File: src/rtl/mtmr_pkg.sv
package mtmr_pkg;

   // Width of the prescale divider and of its counter.
   localparam int DIVIDER_BITS = 10;

   // Request kinds on the input channel (code 3 is unused and does nothing).
   localparam logic [1:0] REQ_TICK  = 2'd0;
   localparam logic [1:0] REQ_READ  = 2'd1;
   localparam logic [1:0] REQ_WRITE = 2'd2;

   // Register map.
   localparam logic [2:0] REG_CONTROL = 3'd0;
   localparam logic [2:0] REG_DIVIDER = 3'd1;
   localparam logic [2:0] REG_TIME_LO = 3'd2;
   localparam logic [2:0] REG_TIME_HI = 3'd3;
   localparam logic [2:0] REG_CMP_LO  = 3'd4;
   localparam logic [2:0] REG_CMP_HI  = 3'd5;

   // Control register bit positions.
   localparam int CTRL_ENABLE_BIT = 0;
   localparam int CTRL_SOURCE_BIT = 1;

   // One request word as held in the input register.
   typedef struct packed {
      logic [1:0]  kind;
      logic        ext_pulse;
      logic [2:0]  reg_index;
      logic [31:0] write_data;
   } item_type;

   // Controls from the register file to the prescaler.
   typedef struct packed {
      logic                    tick;
      logic                    ext_pulse;
      logic                    enable;
      logic                    source_sel;
      logic [DIVIDER_BITS-1:0] divider;
   } presc_ctl_type;

endpackage

File: src/rtl/mtmr_prescale.sv
module mtmr_prescale (
   input  logic                  clock,
   input  logic                  reset,
   input  mtmr_pkg::presc_ctl_type ctl,
   output logic                  advance
);

   logic [mtmr_pkg::DIVIDER_BITS-1:0] count_ff;
   logic [mtmr_pkg::DIVIDER_BITS-1:0] count_in;
   logic                              pulse;
   logic                              wrap;

   // External source counts only flagged ticks; core source counts every tick.
   assign pulse   = ctl.tick && ctl.enable && (ctl.source_sel ? ctl.ext_pulse : 1'b1);
   assign wrap    = (count_ff >= ctl.divider);
   assign advance = pulse && wrap;

   always_comb begin
      count_in = count_ff;
      if (pulse) begin
         if (wrap) begin
            count_in = '0;
         end else begin
            count_in = count_ff + 1'b1;
         end
      end
   end

   always_ff @(posedge clock) begin
      if (reset) begin
         count_ff <= '0;
      end else begin
         count_ff <= count_in;
      end
   end

endmodule

File: src/rtl/mtmr_regs.sv
module mtmr_regs (
   input  logic                    clock,
   input  logic                    reset,
   input  logic                    go,
   input  mtmr_pkg::item_type      item,
   input  logic                    advance,
   output mtmr_pkg::presc_ctl_type ctl,
   output logic [31:0]             read_data,
   output logic                    irq_next
);

   logic                              enable_ff, enable_in;
   logic                              source_ff, source_in;
   logic [mtmr_pkg::DIVIDER_BITS-1:0] divider_ff, divider_in;
   logic [63:0]                       time_ff, time_in;
   logic [63:0]                       compare_ff, compare_in;
   logic                              wr;

   assign ctl.tick       = go && (item.kind == mtmr_pkg::REQ_TICK);
   assign ctl.ext_pulse  = item.ext_pulse;
   assign ctl.enable     = enable_ff;
   assign ctl.source_sel = source_ff;
   assign ctl.divider    = divider_ff;

   assign wr = go && (item.kind == mtmr_pkg::REQ_WRITE);

   always_comb begin
      enable_in  = enable_ff;
      source_in  = source_ff;
      divider_in = divider_ff;
      time_in    = advance ? time_ff + 64'd1 : time_ff;
      compare_in = compare_ff;
      if (wr) begin
         case (item.reg_index)
            mtmr_pkg::REG_CONTROL: begin
               enable_in = item.write_data[mtmr_pkg::CTRL_ENABLE_BIT];
               source_in = item.write_data[mtmr_pkg::CTRL_SOURCE_BIT];
            end
            mtmr_pkg::REG_DIVIDER: begin
               divider_in = item.write_data[mtmr_pkg::DIVIDER_BITS-1:0];
            end
            mtmr_pkg::REG_TIME_LO: time_in    = {time_ff[63:32], item.write_data};
            mtmr_pkg::REG_TIME_HI: time_in    = {item.write_data, time_ff[31:0]};
            mtmr_pkg::REG_CMP_LO:  compare_in = {compare_ff[63:32], item.write_data};
            mtmr_pkg::REG_CMP_HI:  compare_in = {item.write_data, compare_ff[31:0]};
            default: ;
         endcase
      end
   end

   always_comb begin
      read_data = '0;
      if (item.kind == mtmr_pkg::REQ_READ) begin
         case (item.reg_index)
            mtmr_pkg::REG_CONTROL: begin
               read_data[mtmr_pkg::CTRL_ENABLE_BIT] = enable_ff;
               read_data[mtmr_pkg::CTRL_SOURCE_BIT] = source_ff;
            end
            mtmr_pkg::REG_DIVIDER: read_data = 32'(divider_ff);
            mtmr_pkg::REG_TIME_LO: read_data = time_ff[31:0];
            mtmr_pkg::REG_TIME_HI: read_data = time_ff[63:32];
            mtmr_pkg::REG_CMP_LO:  read_data = compare_ff[31:0];
            mtmr_pkg::REG_CMP_HI:  read_data = compare_ff[63:32];
            default:               read_data = '0;
         endcase
      end
   end

   // Interrupt level as seen after this word's update.
   assign irq_next = (time_in >= compare_in);

   always_ff @(posedge clock) begin
      if (reset) begin
         enable_ff  <= 1'b0;
         source_ff  <= 1'b0;
         divider_ff <= '0;
         time_ff    <= '0;
         compare_ff <= '1;
      end else begin
         enable_ff  <= enable_in;
         source_ff  <= source_in;
         divider_ff <= divider_in;
         time_ff    <= time_in;
         compare_ff <= compare_in;
      end
   end

endmodule

File: src/rtl/machine_timer_with_prescaler.sv
// Machine timer with prescaler: a 64-bit time counter, a 64-bit compare
// register, a control register (bit 0 enable, bit 1 source: 0 core clock,
// 1 external reference) and a divider register. Each req word is a core
// clock tick (req_type 0, with req_ext_pulse flagging an external reference
// pulse), a register read (1) or a register write (2); registers are 32-bit
// halves at index 0 control, 1 divider, 2/3 time low/high, 4/5 compare
// low/high. While enabled, time advances once every divider+1 counted
// pulses. Every req word yields exactly one rsp word: rsp_read_data holds
// the addressed register for reads and zero otherwise, rsp_timer_irq is
// time >= compare after that word took effect. Throughput is one word per
// clock while rsp_ready stays high. The accepting edge loads the input
// register; once the result slot is free or drained, a later edge applies
// the register-file update and loads the result register. A stalled rsp
// holds the input register; req_ready follows rsp_ready in the same cycle.
// Reset leaves the timer disabled, divider and time zero, compare all ones.
module machine_timer_with_prescaler (
   input  logic        clock,
   input  logic        reset,
   input  logic        req_valid,
   output logic        req_ready,
   input  logic [1:0]  req_type,
   input  logic        req_ext_pulse,
   input  logic [2:0]  req_reg_index,
   input  logic [31:0] req_write_data,
   output logic        rsp_valid,
   input  logic        rsp_ready,
   output logic [31:0] rsp_read_data,
   output logic        rsp_timer_irq
);

   // Input register
   logic               s1_valid_ff, s1_valid_in;
   mtmr_pkg::item_type s1_item_ff;
   logic               s1_go;

   // Result register
   logic               rsp_valid_ff, rsp_valid_in;
   logic [31:0]        rsp_data_ff;
   logic               rsp_irq_ff;

   mtmr_pkg::presc_ctl_type presc_ctl;
   logic                    advance;
   logic [31:0]             read_data;
   logic                    irq_next;

   // The word in the input register moves on when the result slot is free
   // or being drained this cycle.
   assign s1_go      = s1_valid_ff && (!rsp_valid_ff || rsp_ready);
   assign req_ready  = !s1_valid_ff || s1_go;
   assign s1_valid_in = (req_valid && req_ready) || (s1_valid_ff && !s1_go);
   assign rsp_valid_in = s1_go || (rsp_valid_ff && !rsp_ready);

   mtmr_regs u_regs (
      .clock     (clock),
      .reset     (reset),
      .go        (s1_go),
      .item      (s1_item_ff),
      .advance   (advance),
      .ctl       (presc_ctl),
      .read_data (read_data),
      .irq_next  (irq_next)
   );

   mtmr_prescale u_prescale (
      .clock   (clock),
      .reset   (reset),
      .ctl     (presc_ctl),
      .advance (advance)
   );

   always_ff @(posedge clock) begin
      if (reset) begin
         s1_valid_ff  <= 1'b0;
         rsp_valid_ff <= 1'b0;
         rsp_data_ff  <= '0;
         rsp_irq_ff   <= 1'b0;
      end else begin
         s1_valid_ff  <= s1_valid_in;
         rsp_valid_ff <= rsp_valid_in;
         if (s1_go) begin
            rsp_data_ff <= read_data;
            rsp_irq_ff  <= irq_next;
         end
      end
   end

   // payload, no reset needed
   always_ff @(posedge clock) begin
      if (req_valid && req_ready) begin
         s1_item_ff.kind       <= req_type;
         s1_item_ff.ext_pulse  <= req_ext_pulse;
         s1_item_ff.reg_index  <= req_reg_index;
         s1_item_ff.write_data <= req_write_data;
      end
   end

   assign rsp_valid     = rsp_valid_ff;
   assign rsp_read_data = rsp_data_ff;
   assign rsp_timer_irq = rsp_irq_ff;

   // A word leaving the input register always lands in the result register.
   a_go_fills_rsp: assert property (@(posedge clock) disable iff (reset)
      s1_go |=> rsp_valid)
      else $error("word left input register but no rsp followed");

   // A stalled input word is never dropped.
   a_s1_holds: assert property (@(posedge clock) disable iff (reset)
      s1_valid_ff && !s1_go |=> s1_valid_ff)
      else $error("stalled input word lost");

   // Result register only loads when a word moves through.
   a_rsp_only_on_go: assert property (@(posedge clock) disable iff (reset)
      !s1_go |=> $stable(rsp_read_data) && $stable(rsp_timer_irq))
      else $error("rsp payload changed without a word");

   // Non-read words return zero data.
   a_nonread_zero: assert property (@(posedge clock) disable iff (reset)
      s1_go && (s1_item_ff.kind != mtmr_pkg::REQ_READ) |=> rsp_read_data == 32'd0)
      else $error("non-read word returned nonzero data");

endmodule

File: config.mk
export PLATFORM = sky130hd
export DESIGN_NAME = machine_timer_with_prescaler
export DESIGN_NICKNAME = d
export VERILOG_FILES = /design/src/rtl/mtmr_pkg.sv /design/src/rtl/mtmr_prescale.sv /design/src/rtl/mtmr_regs.sv /design/src/rtl/machine_timer_with_prescaler.sv
export SDC_FILE = /design/constraint.sdc
export NUM_CORES = 1
export LEC_CHECK = 0
export BUFFER_PORTS_ARGS = -buffer_cell sky130_fd_sc_hd__buf_2
export CORE_ASPECT_RATIO = 0.7
export CORE_UTILIZATION = 49
export DETAILED_ROUTE_END_ITERATION = 8
export PLACE_DENSITY = 0.76
export SETUP_SLACK_MARGIN = 0.3
export SYNTH_ARGS = -nofsm -noshare
export SYNTH_HDL_FRONTEND = slang
export SYNTH_SLANG_ARGS = --single-unit
File: constraint.sdc
create_clock -name clock -period 8.3 [get_ports clock]
set_clock_uncertainty 0.2 [all_clocks]
set_input_delay 0.415 -clock clock [delete_from_list [all_inputs] [get_ports clock]]
set_output_delay 0.415 -clock clock [all_outputs]
set_load 0.1 [all_outputs]
* Yosys cells after proc, flatten, opt, wreduce, memory -nomap -nowiden *
Cells that the tools add are included.

operators by class
  add/sub/neg operators = 2
  magnitude comparators = 2
  equal/unequal tests = 7
  mux-type cells = 10
  reductions and logical operators = 21

operators by type and width
  kind                     count
  $pmux W64 S2             2
  $mux W64                 3
  $pmux W30 S5             1
  $add A64 B1 Y64 const B  1
  $ge A64 B64 Y1           1
  $mux W32                 1
  $pmux W2 S6              1
  $add A10 B1 Y10 const B  1
  $ge A10 B10 Y1           1
  $mux W10                 1
  $logic_and A1 B1 Y1      9
  $eq A3 B2 Y1 const B     2
  $eq A3 B3 Y1 const B     2
  $logic_not A1 Y1         4
  $logic_or A1 B1 Y1       4
  $reduce_and A2 Y1        2
  $eq A3 B1 Y1 const B     1
  $logic_not A3 Y1         1
  $eq A2 B1 Y1 const B     1
  $eq A2 B2 Y1 const B     1
  $logic_not A2 Y1         1
  $mux W1                  1

storage, ports and cells
  bits in registers = 223
  input bits = 42
  output and inout bits = 35
  word-level logic and storage cells = 56

* Longest topological paths before layout *
  depth in word-level cells = 11
  gate-level depth with buffers = 19
  gate-level depth less buffers = 17

* By module *
From an unflattened synthesis, not the netlist that was laid out.

unflattened totals
  cell total of the unflattened synthesis = 1,488
  area total of the unflattened synthesis = 13,444.1 um^2

by module, submodules not included
  module                        instances  cells an instance  area each (um^2)
  mtmr_regs                     1          1,209              9,984.6
  machine_timer_with_prescaler  1          191                2,731.4
  mtmr_prescale                 1          88                 728.2

* Worst setup path before layout *
Ideal clock, no wire load.

  path kind = register to register
  start = register rsp_valid_ff, in the netlist rsp_valid
  end = register rsp_irq_ff, in the netlist rsp_timer_irq
  setup time = 130 ps
  data arrival time = 3,566 ps
  path slack = 4,404 ps
  stages on the path, launching flop included = 14
  path buffers = 1
  cells stage by stage = dfxtp_1 -> nor2b_1 -> nor3_2 -> nand3_1 -> buf_1 -> mux2i_1 -> ha_1 -> a21o_1 -> a21o_1 -> a221oi_1 -> o21ai_0 -> a21oi_1 -> o221a_2 -> a21oi_1

on the way
  cells in the longest elaborated chain, start to end = 11
  elaborated cells on any way between the ends = 13
  classes of those cells = order compare (1); mux (4); reduce/logical (8)

RTL lines
  item                              line                                RTL
  start: declaration                machine_timer_with_prescaler.sv:37  logic rsp_valid_ff, rsp_valid_in;
  start signal: assignment          machine_timer_with_prescaler.sv:79  rsp_valid_ff <= rsp_valid_in;
  $logic_not A1 Y1 (*)              machine_timer_with_prescaler.sv:48  assign s1_go = s1_valid_ff && (!rsp_valid_ff || rsp_ready);
  $logic_or A1 B1 Y1 (*)            machine_timer_with_prescaler.sv:48
  $logic_and A1 B1 Y1 (*)           machine_timer_with_prescaler.sv:48
  $logic_and A1 B1 Y1               mtmr_regs.sv:19                     assign ctl.tick = go && (item.kind == mtmr_pkg::REQ_TICK);
  $logic_and A1 B1 Y1 (2 in a row)  mtmr_prescale.sv:14                 assign pulse = ctl.tick && ctl.enable && (ctl.source_sel ? ctl.ext_pulse : 1'b1);
  $logic_and A1 B1 Y1               mtmr_prescale.sv:16                 assign advance = pulse && wrap;
  $mux W64                          mtmr_regs.sv:31                     time_in = advance ? time_ff + 64'd1 : time_ff;
  $pmux W64 S2                      mtmr_regs.sv:34                     case (item.reg_index)
  $mux W64                          mtmr_regs.sv:33                     if (wr) begin
  $ge A64 B64 Y1                    mtmr_regs.sv:70                     assign irq_next = (time_in >= compare_in);
  end signal: assignment            machine_timer_with_prescaler.sv:82  rsp_irq_ff <= irq_next;
  end: declaration                  machine_timer_with_prescaler.sv:39  logic rsp_irq_ff;

Mark *: on every way between the ends. The rest lies on a longest branch, timed or not.
A chain may end at the register's enable or synchronous reset.

* Worst setup path in the final report *
  start = register s1_item_ff[34] in the netlist's numbering
  end = register rsp_irq_ff, in the netlist rsp_timer_irq

on the way
  cells in the longest elaborated chain, start to end = 4
  elaborated cells on any way between the ends = 9
  classes of those cells = order compare (1); eq/ne (4); mux (4)

RTL lines
  item                                                 line                                RTL
  start: declaration                                   machine_timer_with_prescaler.sv:33  mtmr_pkg::item_type s1_item_ff;
  $eq A3 B2 Y1 / $eq A3 B3 Y1 (equally long branches)  mtmr_regs.sv:34
  $pmux W64 S2                                         mtmr_regs.sv:34
  $mux W64                                             mtmr_regs.sv:33
  $ge A64 B64 Y1 (*)                                   mtmr_regs.sv:70

Marks and branches as above.

==> implementation parameters <==
Parameter                              Value

STA
  Final hold slack ... 96.4 ps
  Setup WS post-layout ... about 3300 ps
  Final total negative setup slack ... 0 ps
  Final setup fails ... 0
  Highest Clock Rate ... 0.200 GHz
  Clock period minus final worst setup slack ... 5000 ps
  Setup repair after global routing missed its margin ... no
  Headroom to the max-slew limit ... 0.222
  Max-slew violation total from the final report ... 0
  Final hold violation count ... 0
  Tightest Pin Transition ... between 1000 and 1500 ps
  Share of the clock period used by the worst path after layout ... 0.602

Power and ir drop
  Total leakage power ... between 5 and 6 nW
  Max IR drop VDD ... 0.112 mV
  Power Dens Cells ... approximately 170 mW/mm2

Logic synthesis
  Combinational family with the most area after synthesis ... simple AND/OR/NAND/NOR gates
  Proportion of register bits with asynchronous set or reset after synthesis ... 0
  Cell area after synthesis ... 0.0124 mm2
  Synth Area per Inst ... approximately 9.1 um2
  Mux share of post-synthesis cell area ... 0.0808
  Post-synthesis compound-gate area fraction ... 0.191
  Count of synthesis-stage warnings from yosys ... 0
  Register area share after synthesis ... 0.390
  Number of nets produced by synthesis ... between 1k and 1.5k
  Gate count of the mapped netlist ... about 1.4k
  Adder and majority cell fraction of the synthesized area ... 0.0765
  Most used flip-flop cell after synthesis ... sky130_fd_sc_hd__dfxtp_1
  Number of flops mapped to enable cells by yosys ... 38
  Post-synthesis share of cell area spent on and, or, nand and nor gates ... 0.216
  Synthesized flop and latch total ... between 200 and 250
  Cell variety after synth ... 80
  Share of the synthesized netlist area taken by xor and xnor gates ... 0.0113

Global routing
  Via count of the first global-routing pass ... between 10k and 15k
  First-pass GRT wire length ... ~61,000 um
  Number of antenna violations at the first check in global routing ... 0
  Overflow left after global routing ... 0
  GRT Util Overall ... 0.302
  Pin count of the biggest net entering global routing ... 100

Critical path
  Critical Path AT ... 5200 ps
  Number of cell instances on the worst register-to-register path ... 14
  CP startpoint ... s1_item_ff[34]$_DFFE_PP_
  Maximum fanout along the worst path ... 24
  Delay contributed by the slowest stage of the critical path ... about 800 ps
  Critical Path End Type ... flop
  Worst setup path endpoint ... rsp_timer_irq$_SDFFE_PP0N_
  Endpoint of the worst register-to-register path ... rsp_timer_irq$_SDFFE_PP0N_
  Startpoint of the worst register-to-register path ... s1_item_ff[34]$_DFFE_PP_
  Slack of the worst reg-to-reg path ... ~3300 ps
  Cell with the biggest individual delay on the critical path ... sky130_fd_sc_hd__edfxtp_1
  Data required time of the critical path ... about 8500 ps
  Critical Setup Path Class ... reg -> reg
  Ordered list of cells on the worst path ... nand2b_1 -> nor2_2 -> buf_4 -> nand3_2 -> buf_4 -> mux2i_1 -> ha_1 -> a21o_1 -> a21o_1 -> a221oi_1 -> o21ai_0 -> a21oi_1 -> o221a_2 -> a21oi_1
  Critical path launch point type ... flop

Placement
  Number of buffers added on ports ... 76
  RePlAce Congestion ... ~0.95
  Sum of net half-perimeters after detailed placement ... 27,100 um
  Post-placement worst setup slack ... ~3500 ps
  DP Area ... 0.0131 mm2

Clock tree
  CTS H-Tree Depth ... 1
  Clock Path Buffers ... 3
  Clock latency on the worst-skew pair ... 530 ps
  Clock buffer count from CTS ... 23
  Root buffer cell ... sky130_fd_sc_hd__clkbuf_16
  Sinks on Clock Net ... between 200 and 250
  Clock-pin slew on the worst setup and hold paths ... 70 ps
  CTS tree ... yes

Die
  Horizontal extent of the die ... 192 um
  Initial core utilization ... 0.501
  Count of boundary I/O pins ... 77
  Overall die height ... roughly 140 um
  Total die area ... ~0.026 mm2
  Cell Rows ... 48
  Core region area ... about 0.025 mm2

Hold path
  Worst hold path startpoint ... rsp_ready
  Hold/Removal Path Class ... in -> reg

Finish
  Fillers ... around 2.2k
  Final antenna diode count ... 0
  Area of the multi-input gates ... just over 0.007 mm2
  Share of the core filled with cells ... 0.574
  Share of post-route cells with drive strength above 1 ... 0.126
  Area taken by flip-flops and latches ... 0.00484 mm2
  Number of nets in the final layout ... about 1.6k
  Post-route cell area ... ~0.014 mm2
  Growth of design area from synthesis to finish ... 14.5%

Routing
  DRC Markers ... 10
  Routed wirelength normalized by instance count ... between 20 and 25 um
  Detailed Routing Iterations Pass 1 ... 8
  Aggregate routed wire length ... roughly 39,000 um
  Iteration-0 DRC count of the detailed router ... 1,641
  Post-route antenna net violation count ... 0
  Count of vias placed by the detailed router ... approximately 12k
  Average via count per standard cell ... between 6 and 7

Flow run
  Max-capacitance violation count ... 0

Status
  Violations in the final reports ... design-rule violations
  Outcome ... finished with violations
-- metrics by stage --
stage	power (mW)	std cells
after floorplan	1.25	1373
after global placement	1.30	1711
after detailed placement	1.30	1711
after CTS	2.40	1791
after global routing	2.46	1791
final	2.39	1791
-- repair_timing --
action	4_1_cts	5_1_grt
hold endpoints to repair	39	0
setup buffers	0	0
hold buffers	39	0
gates resized for setup	0	0
setup endpoints to repair	0	0
-- per-layer routing --
layer	share of wire	vias up	routed length [um]	track usage
li1	-	5275	-	-
met1	0.45	5556	17700	0.450
met2	0.42	659	16400	0.444
met3	0.11	76	4210	0.0513
met4	0.025	0	998	0.0884
met5	0	-	0	0
-- flip-flops by register name (all words and copies together), names as in the netlist --
| signal | cells |
|---|---|
| u_prescale.count_ff | 10 |
| rsp_valid | 1 |
| u_regs.enable_ff | 1 |
| u_regs.time_ff | 64 |
| rsp_read_data | 32 |
| u_regs.source_ff | 1 |
| rsp_timer_irq | 1 |
| u_regs.divider_ff | 10 |
| u_regs.compare_ff | 64 |
| s1_item_ff | 38 |
| s1_valid_ff | 1 |
-- worst min-delay path by stage --
stage | to | slack, ps | depth (start not counted)
CTS | s1_valid_ff$_SDFF_PP0_ | 90 | 4
detailed placement | rsp_read_data[23]$_SDFFE_PP0N_ | 270 | 2
global route | rsp_valid$_SDFF_PP0_ | 170 | 3
global placement | rsp_read_data[27]$_SDFFE_PP0N_ | 260 | 2
floorplan | u_regs.compare_ff[33]$_SDFF_PP1_ | 270 | 2
finish | s1_valid_ff$_SDFF_PP0_ | 100 | 4
-- where the power goes --
part / internal (mW) / leakage, nW / switching [mW]
logic: 0.0547 / 3.75 / 0.0937
registers: 1.12 / 1.87 / 0.0271
clock network: 0.637 / 0.385 / 0.457
-- cell usage after synthesis (all sizes together) (5+ instances only) --
cell type	count	area share
a311oi	8	0.0056
inv	24	0.0072
clkbuf	59	0.018
nand2b	70	0.035
nor4	18	0.011
dfxtp	185	0.30
and4	12	0.0087
a211oi	39	0.024
nor2	165	0.053
or3	8	0.0044
o211ai	5	0.0030
a2111oi	13	0.011
a21oi	107	0.043
nor2b	26	0.013
nor3	53	0.024
and2	8	0.0040
o22ai	8	0.0040
nand2	59	0.018
mux2	11	0.010
edfxtp	38	0.092
o221ai	10	0.0075
nand4	24	0.014
xor2	8	0.0056
mux2i	88	0.071
buf	23	0.0092
o31ai	6	0.0036
xnor2	8	0.0056
a22oi	67	0.040
nand3	41	0.016
o21ai	27	0.011
ha	76	0.076
a21o	15	0.0091
and3	17	0.0087
-- placed cells by master, fill, tap and decap left out, drive strengths merged, types with 6 or more instances in the layout --
cell         count
xor2             8
a211oi          39
or3              8
xnor2            8
o221ai          10
edfxtp          38
o22ai            8
mux2i           88
and3            17
mux2            11
nor2           165
nand2b          70
nand4           24
nand2           59
nor2b           26
inv             24
dlygate4sd3     39
and4            12
nand3           41
a21o            15
buf             95
ha              76
a311oi           8
clkinv           8
a21oi          107
clkbuf          28
a22oi           67
nor3            53
o21ai           27
o31ai            6
nor4            18
dfxtp          185
and2             8
a2111oi         13
-- critical path, delay by kind of cell, from the launching register on --
| family | cells | cell delay, ps |
|---|---|---|
| buffers and inverters | 2 | 860 |
| AOI/OAI and AO/OA | 7 | 1330 |
| adders and majority gates | 1 | 280 |
| DFF | 1 | 820 |
| muxes | 1 | 270 |
| and+or+nand+nor | 3 | 1100 |
-- logic make-up after synthesis --
group,count (synthesis)
simple gates,510
compound gates,343
flops,223
buf+inv,106
mux,99
fa+ha+maj,76
xor+xnor,16
-- area by class of cell --
type / count / share of cell area
multi-input cells: 1044 / 0.505
flip-flops and latches: 223 / 0.340
repair buffers: 134 / 0.0643
clock buffers: 28 / 0.0446
well taps: 325 / 0.0286
clock inverters: 13 / 0.0104
inverters: 24 / 0.00633
Note: power is estimated with default switching activity, not from simulation.
